## src/design/llrc_pkg.sv

```systemverilog
package llrc_pkg;

   localparam int SLOT_COUNT  = 64;
   localparam int SLOT_BYTES  = 256;
   localparam int CHUNK_LIMIT = 512;

   localparam int SLOT_W  = $clog2(SLOT_COUNT);
   localparam int POS_W   = $clog2(SLOT_BYTES);
   localparam int ADDR_W  = SLOT_W + POS_W;
   localparam int HELD_W  = SLOT_W + 1;
   localparam int CHUNK_W = $clog2(CHUNK_LIMIT);
   localparam int BYTE_W  = 8;
   localparam int KIND_W  = 2;
   localparam int WANT_W  = 7;

   localparam logic [KIND_W-1:0] KIND_DATA = 2'd0;
   localparam logic [KIND_W-1:0] KIND_END  = 2'd1;
   localparam logic [KIND_W-1:0] KIND_READ = 2'd2;

   localparam logic [BYTE_W-1:0] CH_LF = 8'd10;
   localparam logic [BYTE_W-1:0] CH_CR = 8'd13;

   localparam logic [WANT_W-1:0] WANT_MAX   = 7'd64;
   localparam logic [WANT_W-1:0] WANT_RESET = 7'd10;

   localparam logic [CHUNK_W-1:0] STORE_MAX   = CHUNK_W'(SLOT_BYTES - 1);
   localparam logic [CHUNK_W-1:0] CHUNK_SPLIT = CHUNK_W'(CHUNK_LIMIT - 1);
   localparam logic [HELD_W-1:0]  RING_FULL   = HELD_W'(SLOT_COUNT);

   typedef struct packed {
      logic data_en;
      logic end_en;
      logic setup_en;
      logic rd_issue;
      logic rd_step;
   } cmd_type;

   typedef struct packed {
      logic rsp_full;
   } status_type;

endpackage

```

## src/design/llrc_ctrl.sv

```systemverilog
module llrc_ctrl
   import llrc_pkg::*;
(
   input  logic              clock,
   input  logic              reset,
   input  logic              req_valid,
   input  logic [KIND_W-1:0] req_kind,
   input  logic              rsp_stall,
   input  status_type        status,
   output logic              req_stall,
   output cmd_type           cmd
);

   typedef enum logic [1:0] {
      ST_CAPTURE,
      ST_SETUP,
      ST_REPLAY,
      ST_FETCH
   } state_type;

   state_type state_ff;
   state_type state_in;
   logic      accept;

   always_comb begin
      case (state_ff)
         ST_CAPTURE: req_stall = 1'b0;
         ST_REPLAY:  req_stall = status.rsp_full && rsp_stall;
         default:    req_stall = 1'b1;
      endcase
   end

   assign accept = req_valid && !req_stall;

   always_comb begin
      cmd      = '0;
      state_in = state_ff;
      case (state_ff)
         ST_CAPTURE: begin
            cmd.data_en = accept && (req_kind == KIND_DATA);
            cmd.end_en  = accept && (req_kind == KIND_END);
            if (cmd.end_en) begin
               state_in = ST_SETUP;
            end
         end
         ST_SETUP: begin
            cmd.setup_en = 1'b1;
            state_in     = ST_REPLAY;
         end
         ST_REPLAY: begin
            cmd.rd_issue = accept && (req_kind == KIND_READ);
            if (cmd.rd_issue) begin
               state_in = ST_FETCH;
            end
         end
         ST_FETCH: begin
            cmd.rd_step = 1'b1;
            state_in    = ST_REPLAY;
         end
         default: begin
            state_in = ST_CAPTURE;
         end
      endcase
   end

   always_ff @(posedge clock) begin
      if (reset) begin
         state_ff <= ST_CAPTURE;
      end else begin
         state_ff <= state_in;
      end
   end

endmodule

```

## config.mk

```make
export PLATFORM = sky130hd
export DESIGN_NAME = llrc_ctrl
export DESIGN_NICKNAME = d
export VERILOG_FILES = /design/src/design/llrc_pkg.sv /design/src/design/llrc_ctrl.sv
export SDC_FILE = /design/constraint.sdc
export NUM_CORES = 1
export LEC_CHECK = 0
export BUFFER_PORTS_ARGS = -buffer_cell sky130_fd_sc_hd__buf_2
export CORE_AREA = 5 5 42 44
export DETAILED_ROUTE_END_ITERATION = 7
export DIE_AREA = 0 0 47 49
export HOLD_SLACK_MARGIN = 0.08
export PLACE_DENSITY = 0.34
export SYNTH_ARGS = -nofsm -noshare
export SYNTH_HDL_FRONTEND = slang
export SYNTH_SLANG_ARGS = --single-unit
```

## constraint.sdc

```tcl
create_clock -name clock -period 2 [get_ports clock]
set_input_delay 0.4 -clock clock [delete_from_list [all_inputs] [get_ports clock]]
set_output_delay 0.4 -clock clock [all_outputs]
set_load 0.03 [all_outputs]
```

# After elaboration in Yosys (flattened, before gate mapping)
# Cells that the tools add are included.
dict set report totals {
  word_cells 26
  ff_bits 2
}
dict set report op_classes {
  muxes 8
  reduce_logical 10
  n_eq_ne 7
}
# cell n
set ops {}
lappend ops {{$eq 2x2->1 const B} 3}
lappend ops {{$mux 2} 3}
lappend ops {{$pmux 2 s3} 1}
lappend ops {{$logic_and 1x1->1} 5}
lappend ops {{$eq 2x1->1 const B} 2}
lappend ops {{$logic_not 2->1} 2}
lappend ops {{$ne 2x2->1 const B} 2}
lappend ops {{$mux 1} 3}
lappend ops {{$pmux 1 s2} 1}
lappend ops {{$reduce_and 2->1} 1}
lappend ops {{$reduce_or 2->1} 1}
lappend ops {{$logic_not 1->1} 1}

# Logic depth before layout (Yosys ltp)
# Gate-level depths: netlist of run 1.
dict set report depth {
  depth_word 7
  ltp_mapped 2
  depth_no_buf 2
}

# Worst setup path before layout of run 1
# No wires, ideal clock.
dict set report synth_path {
  path_kind {input to output}
  startpoint {in req_valid}
  endpoint {out cmd[4] (netlist bit)}
  required_time_ns 1.600
  cell_stages 2
  setup_slack_ns 0.085
  arrival_ns 1.515
  path_cell_list {inv_1 nor4b_1}
}
# item line
set synth_rtl {}
lappend synth_rtl {{start: declaration} llrc_ctrl.sv:6} ;# input logic req_valid,
lappend synth_rtl {{end: declaration} llrc_ctrl.sv:11} ;# output cmd_type cmd

==> qor.yml, run 1 <==
status: "completed"
synth_seq_cells: 2
synthAdderAreaFrac_pct: 0
cts_sinks: 2
grt_pass1_wl_um: 690
synth_cells: 15
whs_ns: 0.366
first_global_vias: 188
setup_viol: 0
r2r_slack_ns: 0.78
wl_um: 429
top_register: "state_ff"
postRouteAntennaNets: 0
drive_gt1_share_pct: 63.3
antenna_found_initial: 0
track_usage_pct: 4.50
maxSlewViolCount: 0
min_path_cells: 2
cts_root_buf: "clkbuf_4"
rows: 14
syn_to_final_growth_pct: 75.9
num_antenna_cells: 0
start_util_pct: 9.64
io_buffer_count: 12
critPathCaptureType: "output port"
power_uw: 162
use_met1_pct: 3.94
fin_crit_sh_pct: 80.1
synth_compound_area_share_pct: 17.6
stdcell_area_um2: 238
r2r-start: "state_ff[1]$_SDFFE_PP0P_"
worstSetupStartpoint: "state_ff[1]$_SDFFE_PP0P_"
synth_top_family_by_area: "simple AND/OR/NAND/NOR gates"
num-nets-final: 39
seq_area_frac_synth_pct: 29.6
cts_tree: "built"
fin_ws_ns: 0.398
p_leak_uw: 0.000123
synth.net_count: 22
path_clk_slew_ns: 0.03
avgSynthCellArea_um2: 9.01
clk_path_buf_depth: 2
worst_slew_pin_slew_ns: 0.262
max_freq_mhz: 624
critical_path_class: "reg -> out"
cts_buffers: 3
hold_start: "reset"
crit_path_start_kind: "flop"
busiest_layer: "met4"
ir_drop_uv: 230
worstPathRequired_ns: 1.60
power_density_nw_per_um2: 681
drt_pass1_iterations: 1
hp-class: "in -> reg"
hold_viol: 0
critPathMaxFanout: 7
vias: 178
finClkSkew_ns: 0.00120
clkLatencyLatePin_ns: 0.23
coreArea_um2: 1400
viasPerCell: 3.87
slew_headroom_pct: 82.5
post-place-ws_ns: 0.462
detail_route.wl_per_cell_um: 9.33
gp_congestion: 0.680
cts_max_level: 1
drtIter0Drc: 0
largest_reg_flops: 2
hold_end: "state_ff[1]$_SDFFE_PP0P_"
synthMuxAreaShare_pct: 0
rsz0062_at_grt: "no"
rr_endpoint: "state_ff[0]$_SDFFE_PP0P_"
ios: 13
period_minus_slack_ns: 1.60
synth-xor-area-share_pct: 0
drc: 0
postCtsSetupBuffers: 0
maxCapViolCount: 0
grt_max_degree: 8
postPlaceCellArea_um2: 215
setup_tns_ns: 0
dieArea_um2: 2300
dieHeight_um: 49
cts_resized: 0
grt_util_met3_pct: 1.48
met2_usage_pct: 6.11
reg2reg_depth: 2
crit_arrival_ns: 1.20
syn_area_um2: 135
die_x_um: 47
cts_hold_buf: 0
dp_hpwl_um: 343
grt_overflow: 0
largestRegisters: "state_ff (2)"
synthSimpleGateAreaFrac_pct: 50.0
ys_types: 12
yosysWarnings: 0
-- worst max-delay path, stage by stage, from the launching register on --
cell and delay [ns]:
dfxtp_1 0.35, a31o_2 0.24, nor3_1 0.17, buf_2 0.22
-- cell usage in the layout, fill, tap and decap left out --
cell	netlist	routed
nor2_1	3	3
a2111oi_2	1	1
or3b_1	1	1
buf_2	0	12
nor4b_1	1	1
nand3b_1	1	1
and2_2	1	1
clkbuf_4	0	3
inv_1	1	1
dfxtp_1	2	2
and2b_2	1	1
and4b_1	1	1
nor3_1	1	1
a31o_2	1	1
-- power breakdown --
group          switching [µW]  internal, µW
clock                    24.8          66.3
combinational            15.4          11.7
sequential               2.05          41.7
-- layout make-up --
type	instances	area, µm²
Clock buffer	3	22.5
Multi-Input combinational cell	12	91.3
Inverter	1	3.75
Timing Repair Buffer	12	60.1
Fill cell	173	1160
Sequential cell	2	40.0
Tap cell	16	20.0
-- cell usage after synthesis, drive strengths merged --
cell type	instances	area share (%)
nand3b	1	5.6
inv	1	2.8
nor2	3	8.3
nor4b	1	6.5
a2111oi	1	11
nor3	1	3.7
and2b	1	6.5
or3b	1	6.5
and4b	1	7.4
a31o	1	6.5
and2	1	5.6
dfxtp	2	30
-- metrics by stage --
step	utilization, %	instances
finish	17.0	46
CTS	17.0	46
floorplan	-	15
global route	17.0	46
detailed placement	15.4	43
global placement	15.4	43
-- worst max-delay path by stage --
stage               endpoint  slack (ns)  cells after the start
floorplan             cmd[4]        0.08                      2
global placement      cmd[1]        0.49                      4
detailed placement    cmd[1]        0.46                      4
CTS                   cmd[1]        0.37                      3
global route          cmd[1]        0.31                      3
finish                cmd[1]        0.40                      3
-- kinds of logic after synthesis --
logic type,Yosys count
buffers and inverters,1
DFF,2
AOI/OAI and AO/OA,2
and+or+nand+nor,10
-- metal layers --
layer | vias up | part of all wire, %
li1 | 86 | -
met1 | 80 | 36
met2 | 10 | 47
met3 | 2 | 12
met4 | 0 | 4.0
met5 | - | 0
Note: power is estimated with default switching activity, not from simulation.
==> inputs of run 2 (changes only) <==
- clock period: 2 -> 1.5 ns (I/O delays scaled with it)
==> run 2 against run 1 <==
Effect of this change: cell count is the same; utilization increased by 2.1 points; combinational power grew 59%; die area unchanged; critical path type unchanged.
==> qor.yml, run 2 (same netlist as run 1, synthesis figures left out) <==
final_cells: 46
largestRegisters: "state_ff (2)"
grt_max_degree: 8
setup_viol: 0
dp_hpwl_um: 391
seqCellArea_um2: 42.5
clkPwrFrac_pct: 53.1
grt_pass1_wl_um: 814
sw_frac_of_total_pct: 25.5
hp-class: "in -> reg"
status: "completed"
period_minus_slack_ns: 1.44
crit_arrival_ns: 1.14
max_freq_mhz: 695
cts_buffers: 3
hold_viol: 0
gp_congestion: 0.811
multiInputGateArea_um2: 114
path_clk_slew_ns: 0.03
vias: 174
largest_reg_flops: 2
dieArea_um2: 2300
setup_tns_ns: 0
dp_cells: 43
ios: 13
coreArea_um2: 1400
num-nets-final: 39
cts_tree: "built"
start_util_pct: 9.64
drc: 0
critical_path_class: "reg -> out"
syn_to_final_growth_pct: 98.1
maxSlewViolCount: 0
wl_um: 491
antenna_found_initial: 0
power_uw: 219
cts_hold_buf: 0
grt_overflow: 0
cts_sinks: 2
dieHeight_um: 49
power_switching_uw: 55.8
sequentialPowerShare_pct: 27.2
postPlaceCellArea_um2: 226
final_common_cell: "buf_2"
die_x_um: 47
first_global_vias: 218
drt_pass1_iterations: 2
rsz0062_at_grt: "no"
slew_headroom_pct: 82.7
layout_common_cells: "10 x buf_2, 3 x clkbuf_4, 2 x nor2_1, 2 x buf_4, 2 x dfxtp_2"
fin_crit_sh_pct: 96.0
clk_path_buf_depth: 2
track_usage_pct: 5.20
critPathMaxFanout: 6
top_register: "state_ff"
p_leak_uw: 0.000133
finClkSkew_ns: 0.00142
cts_max_level: 1
postRouteAntennaNets: 0
nFillCells: 166
clkLatencyLatePin_ns: 0.22
detail_route.wl_per_cell_um: 10.7
cts_root_buf: "clkbuf_4"
ir_drop_uv: 290
viasPerCell: 3.78
io_buffer_count: 12
num_antenna_cells: 0
stdcell_area_um2: 268
internal-power_uw: 163
drtIter0Drc: 1
maxCapViolCount: 0
worstPathRequired_ns: 1.20
crit_path_start_kind: "flop"
power_density_nw_per_um2: 816
critPathCaptureType: "output port"
final_core_util_pct: 19.1
p_comb_share_pct: 19.7
rows: 14
drive_gt1_share_pct: 80.0
worst_slew_pin_slew_ns: 0.259
-- run 2: cell types whose count changed in the layout (fill, tap and decap cells not counted) --
cell,delta
buf_4,+2
nor3_1,-1
dfxtp_1,-2
nor3_2,+1
nor4b_4,+1
nor4b_1,-1
buf_2,-2
nor2_1,-1
dfxtp_2,+2
nor2_2,+1
-- run 2: cell type report --
| cell class | instances | share of cell area (%) |
|---|---|---|
| Sequential cell | 2 | 15.9 |
| Clock buffer | 3 | 8.41 |
| Multi-Input combinational cell | 12 | 42.5 |
| Timing Repair Buffer | 12 | 24.3 |
| Tap cell | 16 | 7.48 |
| Inverter | 1 | 1.40 |
-- run 2: worst max-delay path, cell delays in order, from the launching register on --
cell	delay (ns)
dfxtp_2	0.34
a31o_2	0.25
nor3_2	0.15
buf_4	0.18
-- run 2: power by group through the flow --
stage / logic, µW / clock network (µW) / registers [µW]
final: 43.0 / 116 / 59.5
after detailed placement: 39.0 / 0 / 59.1
after global placement: 37.6 / 0 / 58.8
after CTS: 39.2 / 126 / 58.5
after floorplan: 22.7 / 0 / 58.3
after global routing: 46.8 / 127 / 60.0
-- run 2: what timing repair did --
item | in CTS | in global routing
endpoints found under the hold margin | 0 | 0
gates resized for setup | 1 | 5
pin swaps | 0 | 0
buffers inserted | 0 | 0
endpoints found under the setup margin | 1 | 3
-- run 2: path summary, 6_finish.rpt --
kind | cells after the start | from | slack (ns) | endpoint
worst min register to register | 2 | state_ff[0]$_SDFFE_PP0P_ | 0.51 | state_ff[1]$_SDFFE_PP0P_
worst min-delay path | 2 | reset | 0.26 | state_ff[1]$_SDFFE_PP0P_
worst max-delay path | 3 | state_ff[0]$_SDFFE_PP0P_ | 0.06 | cmd[1]
worst max register to register | 2 | state_ff[1]$_SDFFE_PP0P_ | 0.30 | state_ff[0]$_SDFFE_PP0P_
-- run 2: metal layers --
metal	GRT usage, %	wire length [µm]	vias up	part of all wire (%)
met5	0	0	-	0
met4	5.53	0	0	0
met3	3.32	89	0	18
met2	5.66	152	13	31
met1	6.13	250	74	51
li1	-	-	87	-
-- run 2: per-stage QoR --
step	hold WS, ns	worst slack [ns]
CTS	0.258	0.0267
finish	0.260	0.0602
detailed placement	0.499	0.181
global route	0.267	0.0148
floorplan	0.372	0.109
global placement	0.496	0.176
==> inputs of run 3 (changes only) <==
- ABC_AREA: not set -> 1
- PLACE_DENSITY: 0.34 -> 0.35
==> run 3 against run 2 <==
Effect of this change: final area increased by 17%; clock power increased by 5%; clock skew increased by 0.0017 ns; sequential share of layout area decreased by 2.7 points; combinational power increased to 3.8 times the previous value; non-clock buffer count increased by 2; critical endpoint is now cmd[3]; synthesized cell count increased by 73%.
==> qor.yml, run 3 <==
yosysMostFrequentCell: "nor2_1"
sequentialPowerShare_pct: 21.4
dp_hpwl_um: 433
cts_root_buf: "clkbuf_4"
dieHeight_um: 49
antenna_found_initial: 0
drt_pass1_iterations: 2
r2r-start: "state_ff[1]$_SDFFE_PP0P_"
critPathMaxFanout: 6
netlist_top_cells_count: "8 x nor2_1, 6 x nand2_1, 4 x inv_1"
synth_seq_cells: 2
internal-power_uw: 220
clkLatencyLatePin_ns: 0.23
ir_drop_uv: 228
power_switching_uw: 143
critPathMaxStageDelay_ns: 0.35
start_util_pct: 11.1
synth_edf_count: 0
clkPwrFrac_pct: 33.5
drive_gt1_share_pct: 55.8
dp_cells: 54
postPlaceCellArea_um2: 249
rows: 14
worstPathRequired_ns: 1.20
yosysWarnings: 0
ys_types: 10
die_x_um: 47
worst_slew_pin_slew_ns: 0.199
synth_cells: 26
gp_congestion: 0.695
critPathCaptureType: "output port"
first_global_vias: 244
worstSetupStartpoint: "state_ff[1]$_SDFFE_PP0P_"
vias: 223
dieArea_um2: 2300
status: "completed"
detail_route.wl_per_cell_um: 9.05
critical_path_class: "reg -> out"
synth.area.top_cells: "dfxtp_1 26%, nor2_1 19%, nand2_1 15%"
crit_arrival_ns: 1.18
setup_viol: 0
io_buffer_count: 12
sw_frac_of_total_pct: 39.4
layout_common_cells: "10 x buf_2, 8 x nor2_1, 6 x nand2_1"
postRouteAntennaNets: 0
path_clk_slew_ns: 0.03
period_minus_slack_ns: 1.48
ios: 13
rsz0062_at_grt: "yes"
critPathTopFamily: "simple AND/OR/NAND/NOR gates"
seq_area_frac_synth_pct: 25.8
p_comb_share_pct: 45.1
max_freq_mhz: 675
largest_reg_flops: 2
fin_crit_sh_pct: 98.7
cts_max_level: 1
whs_ns: 0.236
slew_headroom_pct: 86.6
cts_tree: "built"
maxSlewViolCount: 0
hp-class: "in -> reg"
power_density_nw_per_um2: 1160
final_cells: 59
track_usage_pct: 6.54
nFillCells: 170
top_register: "state_ff"
crit_path_start_kind: "flop"
wl_um: 534
multiInputGateArea_um2: 134
largestRegisters: "state_ff (2)"
seqCellArea_um2: 41.3
grt_overflow: 0
cp_slowest_cell: "dfxtp_2"
yosysTopAreaCellShare_pct: 25.8
cts_sinks: 2
syn_area_um2: 155
hold_viol: 0
p_leak_uw: 0.000163
num-nets-final: 52
num_antenna_cells: 0
critical_path.cell_chain: "or2_4 -> nor3_2 -> buf_4"
hold_start: "reset"
avgSynthCellArea_um2: 5.97
ys.flop_type: "dfxtp_1"
syn_to_final_growth_pct: 102
final_common_cell: "buf_2"
synthArstFlopShare_pct: 0
grt_pass1_wl_um: 1010
setup_tns_ns: 0
synth.net_count: 33
drc: 0
clk_path_buf_depth: 2
cts_hold_buf: 0
drtIter0Drc: 1
grt_max_degree: 7
maxCapViolCount: 0
coreArea_um2: 1400
cts_buffers: 3
critPathBufInv: 1
finClkSkew_ns: 0.00307
viasPerCell: 3.78
netlist.top_cell.by_area: "dfxtp_1"
stdcell_area_um2: 313
==> run 3: area by class of cell <==
cell class | count | share of cell area (%)
Inverter | 4 | 4.80
Multi-Input combinational cell | 20 | 42.8
Timing Repair Buffer | 14 | 25.6
Clock buffer | 3 | 7.20
Sequential cell | 2 | 13.2
Tap cell | 16 | 6.40
==> run 3: worst paths after layout <==
kind	cells past startpoint	slack [ns]	endpoint
worst max-delay path	3	0.02	cmd[3]
worst min-delay path	2	0.24	state_ff[1]$_SDFFE_PP0P_
worst max register to register	4	0.49	state_ff[0]$_SDFFE_PP0P_
worst min register to register	3	0.56	state_ff[0]$_SDFFE_PP0P_
==> run 3: logic make-up after synthesis <==
logic type | Yosys count | synth area share (%)
buffers and inverters | 4 | 9.67
DFF | 2 | 25.8
and+or+nand+nor | 20 | 64.5
==> run 3: routing by layer <==
metal / part of all wire (%) / wire (µm) / global-route usage, % / vias up
met4: 1.7 / 9 / 6.91 / 0
met5: 0 / 0 / 0 / -
li1: - / - / - / 117
met2: 53 / 283 / 9.28 / 9
met3: 9.0 / 48 / 2.58 / 2
met1: 36 / 193 / 6.56 / 95
==> run 3: metrics by stage <==
| step | setup WS [ns] | utilization (%) | power [µW] |
|---|---|---|---|
| 2_1_floorplan | 0.133 | - | 174 |
| 3_3_place_gp | 0.154 | 17.8 | 214 |
| 3_5_place_dp | 0.123 | 17.8 | 212 |
| 4_1_cts | -0.00107 | 22.3 | 373 |
| 5_1_grt | -0.0806 | 22.3 | 401 |
| 6_report | 0.0190 | 22.3 | 363 |
==> run 3: worst reg2reg max path: cells and delay by family, from the launching register on <==
kind                   cells  cell delay [ns]
buffers and inverters      1             0.14
flip-flops                 1             0.35
AND/OR/NAND/NOR            3             0.41
==> run 3: timing repair <==
action	in CTS	in global routing
hold endpoints to repair	0	0
endpoints found under the setup margin	2	2
pin swaps	3	0
setup buffers	2	0
resized for setup	7	0
==> run 3: power by group through the flow <==
stage	registers, µW	logic, µW	clock network, µW
floorplan	72.3	102	0
global placement	75.3	138	0
detailed placement	74.1	138	0
CTS	77.7	167	128
global route	79.3	183	139
finish	77.7	164	122
